File: config.mk
export PLATFORM = sky130hd
export DESIGN_NAME = coalesced_hash_table
export DESIGN_NICKNAME = d
export VERILOG_FILES = /design/src/design/cht_pkg.sv /design/src/design/cht_ctrl.sv /design/src/design/cht_dpath.sv /design/src/design/coalesced_hash_table.sv
export SDC_FILE = /design/constraint.sdc
export NUM_CORES = 1
export LEC_CHECK = 0
export BUFFER_PORTS_ARGS = -buffer_cell sky130_fd_sc_hd__clkbuf_2
export CORE_ASPECT_RATIO = 0.6
export CORE_MARGIN = 5
export CORE_UTILIZATION = 50
export CTS_CLUSTER_SIZE = 30
export DETAILED_ROUTE_END_ITERATION = 12
export GPL_ROUTABILITY_DRIVEN = 0
export GPL_TIMING_DRIVEN = 0
export PLACE_DENSITY_LB_ADDON = 0.3
export SLEW_MARGIN = 40
export SYNTH_ARGS = -nofsm -noshare
export SYNTH_HDL_FRONTEND = slang
export SYNTH_HIERARCHICAL = 1
export SYNTH_SLANG_ARGS = --single-unit
File: constraint.sdc
create_clock -name i_clk -period 4.9 [get_ports i_clk]
set_input_delay 0.245 -clock i_clk [delete_from_list [all_inputs] [get_ports i_clk]]
set_output_delay 0.245 -clock i_clk [all_outputs]
set_load 0.01 [all_outputs]
File: src/design/cht_pkg.sv
// ----------------------------------------------------------------------------
// cht_pkg
// Shared types and constants of the coalesced hash table: result codes,
// controller states and the command and status groups between the
// controller and the datapath.
// ----------------------------------------------------------------------------
`default_nettype none

package cht_pkg;

    localparam int KEY_W      = 31;
    localparam int STATUS_W   = 3;
    localparam int SLOT_OUT_W = 4;

    // result codes
    typedef enum logic [STATUS_W-1:0] {
        STAT_INSERTED  = 3'd0,
        STAT_DUPLICATE = 3'd1,
        STAT_FULL      = 3'd2,
        STAT_FOUND     = 3'd3,
        STAT_NOT_FOUND = 3'd4
    } t_status;

    // controller states
    typedef enum logic [2:0] {
        S_CLEAR,
        S_IDLE,
        S_MOD,
        S_WALK_RD,
        S_WALK_EV,
        S_PROBE_RD,
        S_PROBE_EV,
        S_LINK
    } t_state;

    // slot store write selection
    typedef enum logic [2:0] {
        WR_NONE,
        WR_CLEAR,
        WR_POS_KEY,
        WR_CAND_KEY,
        WR_END_LINK
    } t_wr_sel;

    // slot store read address selection
    typedef enum logic {
        RD_POS,
        RD_CAND
    } t_rd_sel;

    // result slot selection
    typedef enum logic [1:0] {
        SLOT_ZERO,
        SLOT_POS,
        SLOT_CAND
    } t_slot_sel;

    typedef struct packed {
        logic      clr_step;
        logic      load;
        logic      mod_step;
        logic      follow;
        logic      probe_init;
        logic      probe_next;
        t_rd_sel   rd_sel;
        t_wr_sel   wr_sel;
        logic      res_valid;
        t_status   res_status;
        t_slot_sel slot_sel;
    } t_cmd;

    typedef struct packed {
        logic kind;
        logic clr_last;
        logic mod_done;
        logic used;
        logic link_valid;
        logic key_match;
        logic steps_lt_n;
        logic steps_last;
        logic probe_last;
    } t_stat;

endpackage

`default_nettype wire

File: src/design/cht_ctrl.sv
// ----------------------------------------------------------------------------
// cht_ctrl
// Controller of the hash table: clearing pass, home slot remainder, chain
// walk, linear probe and link write, one slot visit at a time.
// ----------------------------------------------------------------------------
`default_nettype none

module cht_ctrl (
    input  wire logic          i_clk,
    input  wire logic          i_rst_n,
    input  wire logic          i_start,
    input  wire cht_pkg::t_stat i_stat,
    output cht_pkg::t_cmd      o_cmd,
    output logic               o_busy
);
    import cht_pkg::*;

    t_state r_state;
    t_state n_state;

    // state register
    always_ff @(posedge i_clk) begin
        if (!i_rst_n) begin
            r_state <= S_CLEAR;
        end else begin
            r_state <= n_state;
        end
    end

    assign o_busy = (r_state != S_IDLE);

    // next state and commands
    always_comb begin
        n_state = r_state;
        o_cmd   = '{clr_step: 1'b0, load: 1'b0, mod_step: 1'b0, follow: 1'b0,
                    probe_init: 1'b0, probe_next: 1'b0, rd_sel: RD_POS,
                    wr_sel: WR_NONE, res_valid: 1'b0, res_status: STAT_INSERTED,
                    slot_sel: SLOT_ZERO};
        unique case (r_state)
            S_CLEAR: begin
                o_cmd.clr_step = 1'b1;
                o_cmd.wr_sel   = WR_CLEAR;
                if (i_stat.clr_last) begin
                    n_state = S_IDLE;
                end
            end
            S_IDLE: begin
                if (i_start) begin
                    o_cmd.load = 1'b1;
                    n_state    = S_MOD;
                end
            end
            S_MOD: begin
                o_cmd.mod_step = 1'b1;
                if (i_stat.mod_done) begin
                    n_state = S_WALK_RD;
                end
            end
            S_WALK_RD: begin
                o_cmd.rd_sel = RD_POS;
                n_state      = S_WALK_EV;
            end
            S_WALK_EV: begin
                if (!i_stat.kind) begin
                    // insert: empty slot can only be the home slot
                    priority if (!i_stat.used) begin
                        o_cmd.wr_sel     = WR_POS_KEY;
                        o_cmd.res_valid  = 1'b1;
                        o_cmd.res_status = STAT_INSERTED;
                        o_cmd.slot_sel   = SLOT_POS;
                        n_state          = S_IDLE;
                    end else if (i_stat.key_match) begin
                        o_cmd.res_valid  = 1'b1;
                        o_cmd.res_status = STAT_DUPLICATE;
                        n_state          = S_IDLE;
                    end else if (i_stat.link_valid && i_stat.steps_lt_n) begin
                        o_cmd.follow = 1'b1;
                        n_state      = S_WALK_RD;
                    end else begin
                        o_cmd.probe_init = 1'b1;
                        n_state          = S_PROBE_RD;
                    end
                end else begin
                    // find
                    priority if (i_stat.used && i_stat.key_match) begin
                        o_cmd.res_valid  = 1'b1;
                        o_cmd.res_status = STAT_FOUND;
                        o_cmd.slot_sel   = SLOT_POS;
                        n_state          = S_IDLE;
                    end else if (!i_stat.link_valid || i_stat.steps_last) begin
                        o_cmd.res_valid  = 1'b1;
                        o_cmd.res_status = STAT_NOT_FOUND;
                        n_state          = S_IDLE;
                    end else begin
                        o_cmd.follow = 1'b1;
                        n_state      = S_WALK_RD;
                    end
                end
            end
            S_PROBE_RD: begin
                o_cmd.rd_sel = RD_CAND;
                n_state      = S_PROBE_EV;
            end
            S_PROBE_EV: begin
                priority if (!i_stat.used) begin
                    o_cmd.wr_sel = WR_CAND_KEY;
                    n_state      = S_LINK;
                end else if (i_stat.probe_last) begin
                    o_cmd.res_valid  = 1'b1;
                    o_cmd.res_status = STAT_FULL;
                    n_state          = S_IDLE;
                end else begin
                    o_cmd.probe_next = 1'b1;
                    n_state          = S_PROBE_RD;
                end
            end
            S_LINK: begin
                o_cmd.wr_sel     = WR_END_LINK;
                o_cmd.res_valid  = 1'b1;
                o_cmd.res_status = STAT_INSERTED;
                o_cmd.slot_sel   = SLOT_CAND;
                n_state          = S_IDLE;
            end
            default: begin
                n_state = S_CLEAR;
            end
        endcase
    end

endmodule

`default_nettype wire

File: src/design/cht_dpath.sv
// ----------------------------------------------------------------------------
// cht_dpath
// Datapath of the hash table: slot store, reciprocal remainder unit, chain
// and probe pointers, step counters and the result register.
// ----------------------------------------------------------------------------
`default_nettype none

module cht_dpath #(
    parameter int TABLE_SLOTS = 16
) (
    input  wire logic                         i_clk,
    input  wire logic                         i_rst_n,
    input  wire logic                         i_kind,
    input  wire logic [cht_pkg::KEY_W-1:0]    i_key,
    input  wire cht_pkg::t_cmd                i_cmd,
    output cht_pkg::t_stat                    o_stat,
    output logic                              o_valid,
    output logic [cht_pkg::STATUS_W-1:0]      o_status,
    output logic [cht_pkg::SLOT_OUT_W-1:0]    o_slot_index
);
    import cht_pkg::*;

    localparam int IDX_W  = $clog2(TABLE_SLOTS);
    localparam int EXT_W  = (IDX_W > SLOT_OUT_W) ? IDX_W : SLOT_OUT_W;
    localparam int PROD_W = KEY_W + 32;
    localparam logic [IDX_W:0]       N_VAL  = (IDX_W+1)'(TABLE_SLOTS);
    localparam logic [IDX_W-1:0]     N_LAST = IDX_W'(TABLE_SLOTS - 1);
    // floor(2^32 / table size), at most 2^31 for any table of two or more slots
    localparam logic [31:0]          RECIP  = 32'((64'd1 << 32) / TABLE_SLOTS);

    typedef struct packed {
        logic             used;
        logic             link_valid;
        logic [IDX_W-1:0] link;
        logic [KEY_W-1:0] key;
    } t_slot_word;

    // slot store
    t_slot_word r_mem [TABLE_SLOTS];
    t_slot_word r_rd_word;

    logic             r_kind;
    logic [KEY_W-1:0] r_key;
    logic [KEY_W-1:0] r_end_key;
    logic             r_mod_ph;
    logic [KEY_W-1:0] r_quot;
    logic [IDX_W-1:0] r_pos;
    logic [IDX_W-1:0] r_cand;
    logic [IDX_W-1:0] r_probe;
    logic [IDX_W:0]   r_steps;
    logic [IDX_W-1:0] r_clr;

    logic              wr_en;
    logic [IDX_W-1:0]  wr_addr;
    t_slot_word        wr_data;
    logic [IDX_W-1:0]  rd_addr;
    logic [PROD_W-1:0] mul_full;
    logic [IDX_W:0]    quot_n;
    logic [IDX_W:0]    rem_raw;
    logic [IDX_W:0]    rem_next;
    logic [IDX_W-1:0]  cand_next;
    logic [IDX_W-1:0]  slot_pick;
    logic [EXT_W-1:0]  slot_ext;

    // write port selection
    always_comb begin
        wr_en   = 1'b1;
        wr_addr = r_pos;
        wr_data = '{used: 1'b1, link_valid: 1'b0, link: '0, key: r_key};
        unique case (i_cmd.wr_sel)
            WR_NONE: begin
                wr_en = 1'b0;
            end
            WR_CLEAR: begin
                wr_addr = r_clr;
                wr_data = '0;
            end
            WR_POS_KEY: begin
                wr_addr = r_pos;
            end
            WR_CAND_KEY: begin
                wr_addr = r_cand;
            end
            WR_END_LINK: begin
                wr_addr = r_pos;
                wr_data = '{used: 1'b1, link_valid: 1'b1, link: r_cand, key: r_end_key};
            end
            default: begin
                wr_en = 1'b0;
            end
        endcase
    end

    assign rd_addr = (i_cmd.rd_sel == RD_CAND) ? r_cand : r_pos;

    always_ff @(posedge i_clk) begin
        if (wr_en) begin
            r_mem[wr_addr] <= wr_data;
        end
        r_rd_word <= r_mem[rd_addr];
    end

    // home slot: quotient estimate from the reciprocal is exact or one low,
    // so the low bits of key - quotient*size need one compare and subtract
    assign mul_full = PROD_W'(r_key) * PROD_W'(RECIP);
    assign quot_n   = r_quot[IDX_W:0] * N_VAL;
    assign rem_raw  = r_key[IDX_W:0] - quot_n;
    assign rem_next = (rem_raw >= N_VAL) ? (rem_raw - N_VAL) : rem_raw;

    assign cand_next = (r_cand == N_LAST) ? '0 : (r_cand + 1'b1);

    // clearing pass counter
    always_ff @(posedge i_clk) begin
        if (!i_rst_n) begin
            r_clr <= '0;
        end else if (i_cmd.clr_step) begin
            r_clr <= (r_clr == N_LAST) ? '0 : (r_clr + 1'b1);
        end
    end

    // item registers, remainder, chain and probe pointers
    always_ff @(posedge i_clk) begin
        if (i_cmd.load) begin
            r_kind   <= i_kind;
            r_key    <= i_key;
            r_mod_ph <= 1'b0;
            r_pos    <= '0;
            r_steps  <= '0;
        end else if (i_cmd.mod_step) begin
            r_mod_ph <= 1'b1;
            if (!r_mod_ph) begin
                r_quot <= mul_full[PROD_W-1:32];
            end else begin
                r_pos <= rem_next[IDX_W-1:0];
            end
        end else if (i_cmd.follow) begin
            r_pos   <= r_rd_word.link;
            r_steps <= r_steps + 1'b1;
        end
        if (i_cmd.probe_init) begin
            r_end_key <= r_rd_word.key;
            r_cand    <= (r_pos == N_LAST) ? '0 : (r_pos + 1'b1);
            r_probe   <= IDX_W'(1);
        end else if (i_cmd.probe_next) begin
            r_cand  <= cand_next;
            r_probe <= r_probe + 1'b1;
        end
    end

    // status towards the controller
    assign o_stat = '{
        kind:       r_kind,
        clr_last:   (r_clr == N_LAST),
        mod_done:   r_mod_ph,
        used:       r_rd_word.used,
        link_valid: r_rd_word.link_valid,
        key_match:  (r_rd_word.key == r_key),
        steps_lt_n: (r_steps < N_VAL),
        steps_last: (r_steps == {1'b0, N_LAST}),
        probe_last: (r_probe == N_LAST)
    };

    // result register
    always_comb begin
        unique case (i_cmd.slot_sel)
            SLOT_POS:  slot_pick = r_pos;
            SLOT_CAND: slot_pick = r_cand;
            default:   slot_pick = '0;
        endcase
    end

    assign slot_ext = EXT_W'(slot_pick);

    always_ff @(posedge i_clk) begin
        if (!i_rst_n) begin
            o_valid <= 1'b0;
        end else begin
            o_valid <= i_cmd.res_valid;
        end
        if (i_cmd.res_valid) begin
            o_status     <= i_cmd.res_status;
            o_slot_index <= slot_ext[SLOT_OUT_W-1:0];
        end
    end

endmodule

`default_nettype wire

File: src/design/coalesced_hash_table.sv
// ----------------------------------------------------------------------------
// coalesced_hash_table
// Coalesced-chaining hash table of TABLE_SLOTS slots with insert and find.
// ----------------------------------------------------------------------------
// After reset the block runs a clearing pass over all TABLE_SLOTS slots with busy
// high. An item is taken when start is high and busy is low; busy stays high
// until its result has been issued. The result appears on o_status and
// o_slot_index for exactly one cycle with o_valid high and must be captured
// then, as it is not held. An item first needs the home slot remainder
// (a reciprocal multiply, then a correction), then a read and an evaluation
// of every slot visited on the chain and of every slot probed, through the
// single read port of the slot store, then the link write of a probed
// insert, and last the result register. Busy drops in the cycle the result
// is shown, so the next item can be taken then.
// ----------------------------------------------------------------------------
`default_nettype none

module coalesced_hash_table #(
    parameter int TABLE_SLOTS = 16
) (
    input  wire logic                          i_clk,
    input  wire logic                          i_rst_n,
    input  wire logic                          start,
    output logic                               busy,
    input  wire logic                          i_kind,
    input  wire logic [cht_pkg::KEY_W-1:0]     i_key,
    output logic                               o_valid,
    output logic [cht_pkg::STATUS_W-1:0]       o_status,
    output logic [cht_pkg::SLOT_OUT_W-1:0]     o_slot_index
);
    import cht_pkg::*;

    t_cmd  cmd;
    t_stat stat;

    // controller
    cht_ctrl u_ctrl (
        .i_clk   (i_clk),
        .i_rst_n (i_rst_n),
        .i_start (start),
        .i_stat  (stat),
        .o_cmd   (cmd),
        .o_busy  (busy)
    );

    // datapath
    cht_dpath #(
        .TABLE_SLOTS (TABLE_SLOTS)
    ) u_dpath (
        .i_clk        (i_clk),
        .i_rst_n      (i_rst_n),
        .i_kind       (i_kind),
        .i_key        (i_key),
        .i_cmd        (cmd),
        .o_stat       (stat),
        .o_valid      (o_valid),
        .o_status     (o_status),
        .o_slot_index (o_slot_index)
    );

`ifndef SYNTHESIS
    // an accepted item keeps the block busy
    a_accept_busy: assert property (@(posedge i_clk) disable iff (!i_rst_n)
        (start && !busy) |=> busy)
        else $error("accepted item did not raise busy");

    // results come one per item, never in adjacent cycles
    a_single_result: assert property (@(posedge i_clk) disable iff (!i_rst_n)
        o_valid |=> !o_valid)
        else $error("result strobe held for two cycles");

    // a result only follows a busy cycle
    a_result_after_busy: assert property (@(posedge i_clk) disable iff (!i_rst_n)
        o_valid |-> $past(busy))
        else $error("result issued without an item in flight");

    // slot index is zero unless the key was stored or found
    a_slot_zero: assert property (@(posedge i_clk) disable iff (!i_rst_n)
        (o_valid && (o_status == STAT_DUPLICATE || o_status == STAT_FULL ||
                     o_status == STAT_NOT_FOUND)) |-> (o_slot_index == '0))
        else $error("slot index set on a miss result");
`endif

endmodule

`default_nettype wire

# Yosys cells after proc, flatten, opt, wreduce, memory -nomap -nowiden
# Memories as Yosys holds them, arrays and structs flattened. A register that Yosys moved wholly into a read port is not among the register bits.
# Cells that the tools add are included.
# totals
wordCells,123
out_inout_bits,9
in_bits,35
mem_count,1
register_bits,97
ram_bits,592
# memory_table
memory,words,width,read_ports,rd_clocked_by_memory_dff,wr,line_no,text
u_dpath.r_mem,16,37,1,1,1,cht_dpath.sv:39,t_slot_word r_mem [TABLE_SLOTS];
# op_classes
magnitude_cmp,2
n_reduce_logical,12
muxes,60
n_addsub,7
n_eq_ne,24
bitwise,3
# op_table
op,n
$pmux W37 S2,1
$mux W4,16
$eq A31 B31 Y1,1
$mux W3,10
$pmux W3 S8,1
$mux W1,19
$add A4 B1 Y4 const B,4
$eq A4 B4 Y1 const B,4
$pmux W4 S2,2
$eq A3 B3 Y1 const B,5
$mux W2,7
$eq A3 B2 Y1 const B,4
$pmux W3 S4,1
$pmux W4 S3,1
$eq A3 B1 Y1 const B,2
$mux W6,1
$reduce_and A3 Y1,2
$add A5 B1 Y5 const B,1
$eq A5 B4 Y1 const B,1
$ge A5 B5 Y1 const B,1
$lt A5 B5 Y1 const B,1
$sub A5 B5 Y5,1
$ne A2 B1 Y1 const B,2
$ne A2 B2 Y1 const B,2
13 further kinds,18

# Depth between registers and ports, before layout
# depth
depth_word,9
ltp_mapped,12
mapped_depth_nobuf,11

# Cells and area by module
# Netlist, hierarchy kept.
# modules_own_cells
module,n_inst,seq_area_each_um2,cells_each,area_per_inst_um2
cht_dpath,1,21120.3,1513,27562.7
cht_ctrl,1,60.1,63,399.1

# Worst setup path before layout
# No wires, ideal clock.
# synth_timing
path_type,register to register
startpoint,register u_dpath.r_key[0]
endpoint,register u_dpath.r_cand[0] (enable)
setup_ps,298
arrival_time_ps,3812
stages_incl_launch_ff,10
slack_ps,790
path_buffers,1
t_required_ps,4602
synth_period_minus_slack_ps,4110
path_cell_list,edfxtp_1 xor2_1 nor4_1 nand4_1 nor4_1 nor2_1 nand2_1 nor3_1 clkbuf_1 or2_2
# synth_lines
element,line_no,text
"start, declared",cht_dpath.sv:43,logic [KEY_W-1:0] r_key;
"start signal, assigned",cht_dpath.sv:125,r_key <= i_key;
"end signal, assigned",cht_dpath.sv:142,r_cand <= (r_pos == N_LAST) ? '0 : (r_pos + 1'b1);
"end signal, assigned",cht_dpath.sv:145,r_cand <= cand_next;
"end, declared",cht_dpath.sv:48,logic [IDX_W-1:0] r_cand;

==> reports/qor.txt <==
Core Util, Final: 59.4%
total inserted antenna cells: 0
core area: 55600 um2
via/cell ratio: 5.95
number of DRC markers in iteration 0: 1825
leak pwr: 0.0116 uW
# Max-Cap Violations: 0
Synth Warn #: 6
first-pass GRT wire length: 101000 um
worst r2r src: u_ctrl/r_state[2]$_SDFFE_PN0P_
initial antenna violation count: 1
Least-Margin Pin Slew: 806 ps
cts bufs inserted: 66
Setup crit start: u_ctrl/r_state[2]$_SDFFE_PN0P_
Slew Viols, Final: 0
clock slew seen by the registers of the worst setup and hold paths: 60 ps
CP max FO: 17
Tot GR Track Use: 23.0%
routed len/inst: 27.0 um
fin crit period: 4270 ps
Die H: 193 um
Synth Cell Area: 28000 um2
power per cell area: 391 nW/um2
Hold Path Class: primary input to register
routed via count: 15398
skew final: 16.0 ps
Async SR Flop Fraction: 0%
# clock sinks: 725
CTS H-Tree Depth: 3
Area after DPL: 30400 um2
GR Overflow Total: 0
TritonCTS clock tree: done
Post-DP HPWL: 47600 um
worst hold slack: 374 ps
DR pass1 iterations: 7
I/O pin cnt: 44
Root Driver: clkbuf_16
post-cts sizing count: 0
number of cells on the worst reg-to-reg path: 10
final hold vios: 0
VDD IR-drop max: 243 uV
Die Wd: 315 um
RSZ-0062 raised after global routing: no
hold_sp: i_key[28]
number of flops mapped to enable cells by yosys: 666
largest net degree at the start of global routing: 26
Final ANT Viol Nets: 0
Top FF cell, synth: edfxtp_1
Clock Path Buffers: 3
status: complete, no violations
nets@finish: 1821
area leader, netlist: edfxtp_1
area grow syn2layout: 18.0%
synth unique cells: 53
Startpoint Class: register
Slew headroom: 46.2%
Routed WL: 70000 um
Final setup viols: 0
Post-Syn Nets: 1619
Worst Hold Path Cells: 2
post-route clock period utilization: 87.1%
CP Data Required Time: 5200 ps
final instance area: 33000 um2
syn avg cell area: 17.7 um2
port bufs: 43
initial core utilization: 50.3%
Critical Path End Type: register
non-filler cells, final: 2588
total power: 12900 uW
CP Class: register to register
Seq cells post-synth: 725
Gate Count Post-Synth: 1576
vias in the first global route: 14980
FP Rows: 67
Placed Cells: 2434
die area: 60900 um2
clk_lat worst skew: 590 ps
post-synthesis sequential area ratio: 75.7%
Synth area leaders: edfxtp_1 (72%), mux2i_1 (11%), dfxtp_1 (4.2%)
postcts setup bufs: 0
Crit path arrival time: 4570 ps
share of cells above drive strength 1: 17.6%
post-synth top area share: 71.5%
FMAX: 234 MHz
residual DRC count: 0
## report_power, final
| group | internal (uW) | leakage [uW] | switching, uW |
|---|---|---|---|
| Sequential | 6820 | 0.00640 | 59.3 |
| Clock | 3200 | 0.00110 | 2210 |
| Combinational | 243 | 0.00407 | 378 |
## synth_stat cells, types with 2 or more instances
library cell / number
o32ai_1: 2
a211oi_1: 5
edfxtp_1: 666
nor2b_1: 9
a22oi_1: 5
ha_1: 8
a21o_1: 2
a31oi_1: 3
nor3b_1: 2
nor2_1: 47
mux2_2: 8
inv_1: 6
o21ai_0: 7
buf_4: 15
buf_2: 39
xnor2_1: 16
nor3b_2: 4
a22o_1: 31
and2_1: 11
nand2_1: 18
dfxtp_1: 59
buf_6: 15
o21ai_2: 2
mux2i_1: 309
clkbuf_1: 13
o22ai_1: 148
xor2_1: 25
a21oi_1: 6
nor3_1: 5
or4_1: 37
o21ai_4: 6
and3_1: 6
nand4_1: 7
nand2b_1: 8
and3b_1: 3
nor4_1: 6
## area by class of cell
| type | instances | area [um2] |
|---|---|---|
| Buffer | 83 | 537 |
| Sequential cell | 725 | 21200 |
| Inverter | 6 | 22.5 |
| Multi-Input combinational cell | 762 | 6370 |
| Clock buffer | 82 | 1840 |
| Fill cell | 4002 | 22600 |
| Clock inverter | 37 | 454 |
| Timing Repair Buffer | 134 | 1650 |
| Tap cell | 759 | 950 |
## worst max-delay path, cell delays in order, from the launching register on
cell      delay (ps)
dfxtp_1          420
clkbuf_1         390
nor2_1           110
nor2_1           100
nor2_1           110
nor2b_1          150
clkbuf_1         210
nand2b_1         530
nor2b_1          630
clkbuf_1         680
a22o_1           640
## per-layer routing
metal | GRT usage, % | share of wire, % | vias to the layer above | routed length (um)
met1 | 34.5 | 44 | 7778 | 30500
li1 | - | - | 6712 | -
met5 | 0 | 0 | - | 0
met3 | 6.30 | 11 | 102 | 8030
met4 | 5.62 | 2.0 | 0 | 1430
met2 | 33.9 | 43 | 806 | 30000
## flip-flops by register name, indices dropped and copies added, names as in the netlist
| signal | flops |
|---|---|
| u_dpath/r_rd_word | 35 |
| u_ctrl/r_state | 3 |
| u_dpath/r_cand | 4 |
| u_dpath/r_probe | 4 |
| u_dpath/o_slot_index | 4 |
| u_dpath/r_clr | 4 |
| u_dpath/r_mem | 592 |
| u_dpath/r_key | 31 |
| u_dpath/r_pos | 4 |
| u_dpath/r_end_key | 31 |
| u_dpath/r_mod_ph | 1 |
| u_dpath/r_kind | 1 |
| u_dpath/o_valid | 1 |
| u_dpath/o_stat | 2 |
| u_dpath/o_status | 3 |
| u_dpath/r_steps | 5 |
## timing repair
item	in CTS	in global routing
hold buffers	34	0
setup endpoints to repair	0	0
endpoints found under the hold margin	39	0
## final timing paths
| check | to | slack (ps) |
|---|---|---|
| worst max-delay path | u_dpath/r_mem[5][7]$_DFFE_PP_ | 630 |
| worst min-delay path | u_dpath/r_key[28]$_DFFE_PP_ | 370 |
| worst max register to register | u_dpath/r_mem[5][7]$_DFFE_PP_ | 630 |
| worst min register to register | u_dpath/r_end_key[28]$_DFFE_PP_ | 450 |
## placed cells by master, fill, tap and decap left out, drive strengths merged, types with 7 or more instances in the layout
cell type	n
edfxtp	666
mux2i	310
o22ai	148
clkbuf	139
buf	126
dfxtp	59
nor2	47
or4	37
dlygate4sd3	34
a22o	31
xor2	25
nand2	18
clkinv	18
xnor2	16
o21ai	15
and2	11
bufinv	10
nor2b	9
mux2	9
nand2b	8
ha	8
inv	8
clkinvlp	7
nand4	7
## kinds of logic after synthesis
group	Yosys count	synth area share, %
DFF	725	75.7
muxes	319	11.5
AOI/OAI and AO/OA	225	5.64
and+or+nand+nor	169	3.51
buffers and inverters	89	1.98
xor gates and xnor gates	41	1.28
adders and majority gates	8	0.358
## per-stage QoR
stage | worst slack (ps) | setup TNS [ps]
after detailed placement | 735 | 0
final | 632 | 0
after CTS | 715 | 0
after global routing | 344 | 0
after global placement | -2280 | -759770
after floorplan | 790 | 0
Note: power is estimated with default switching activity, not from simulation.
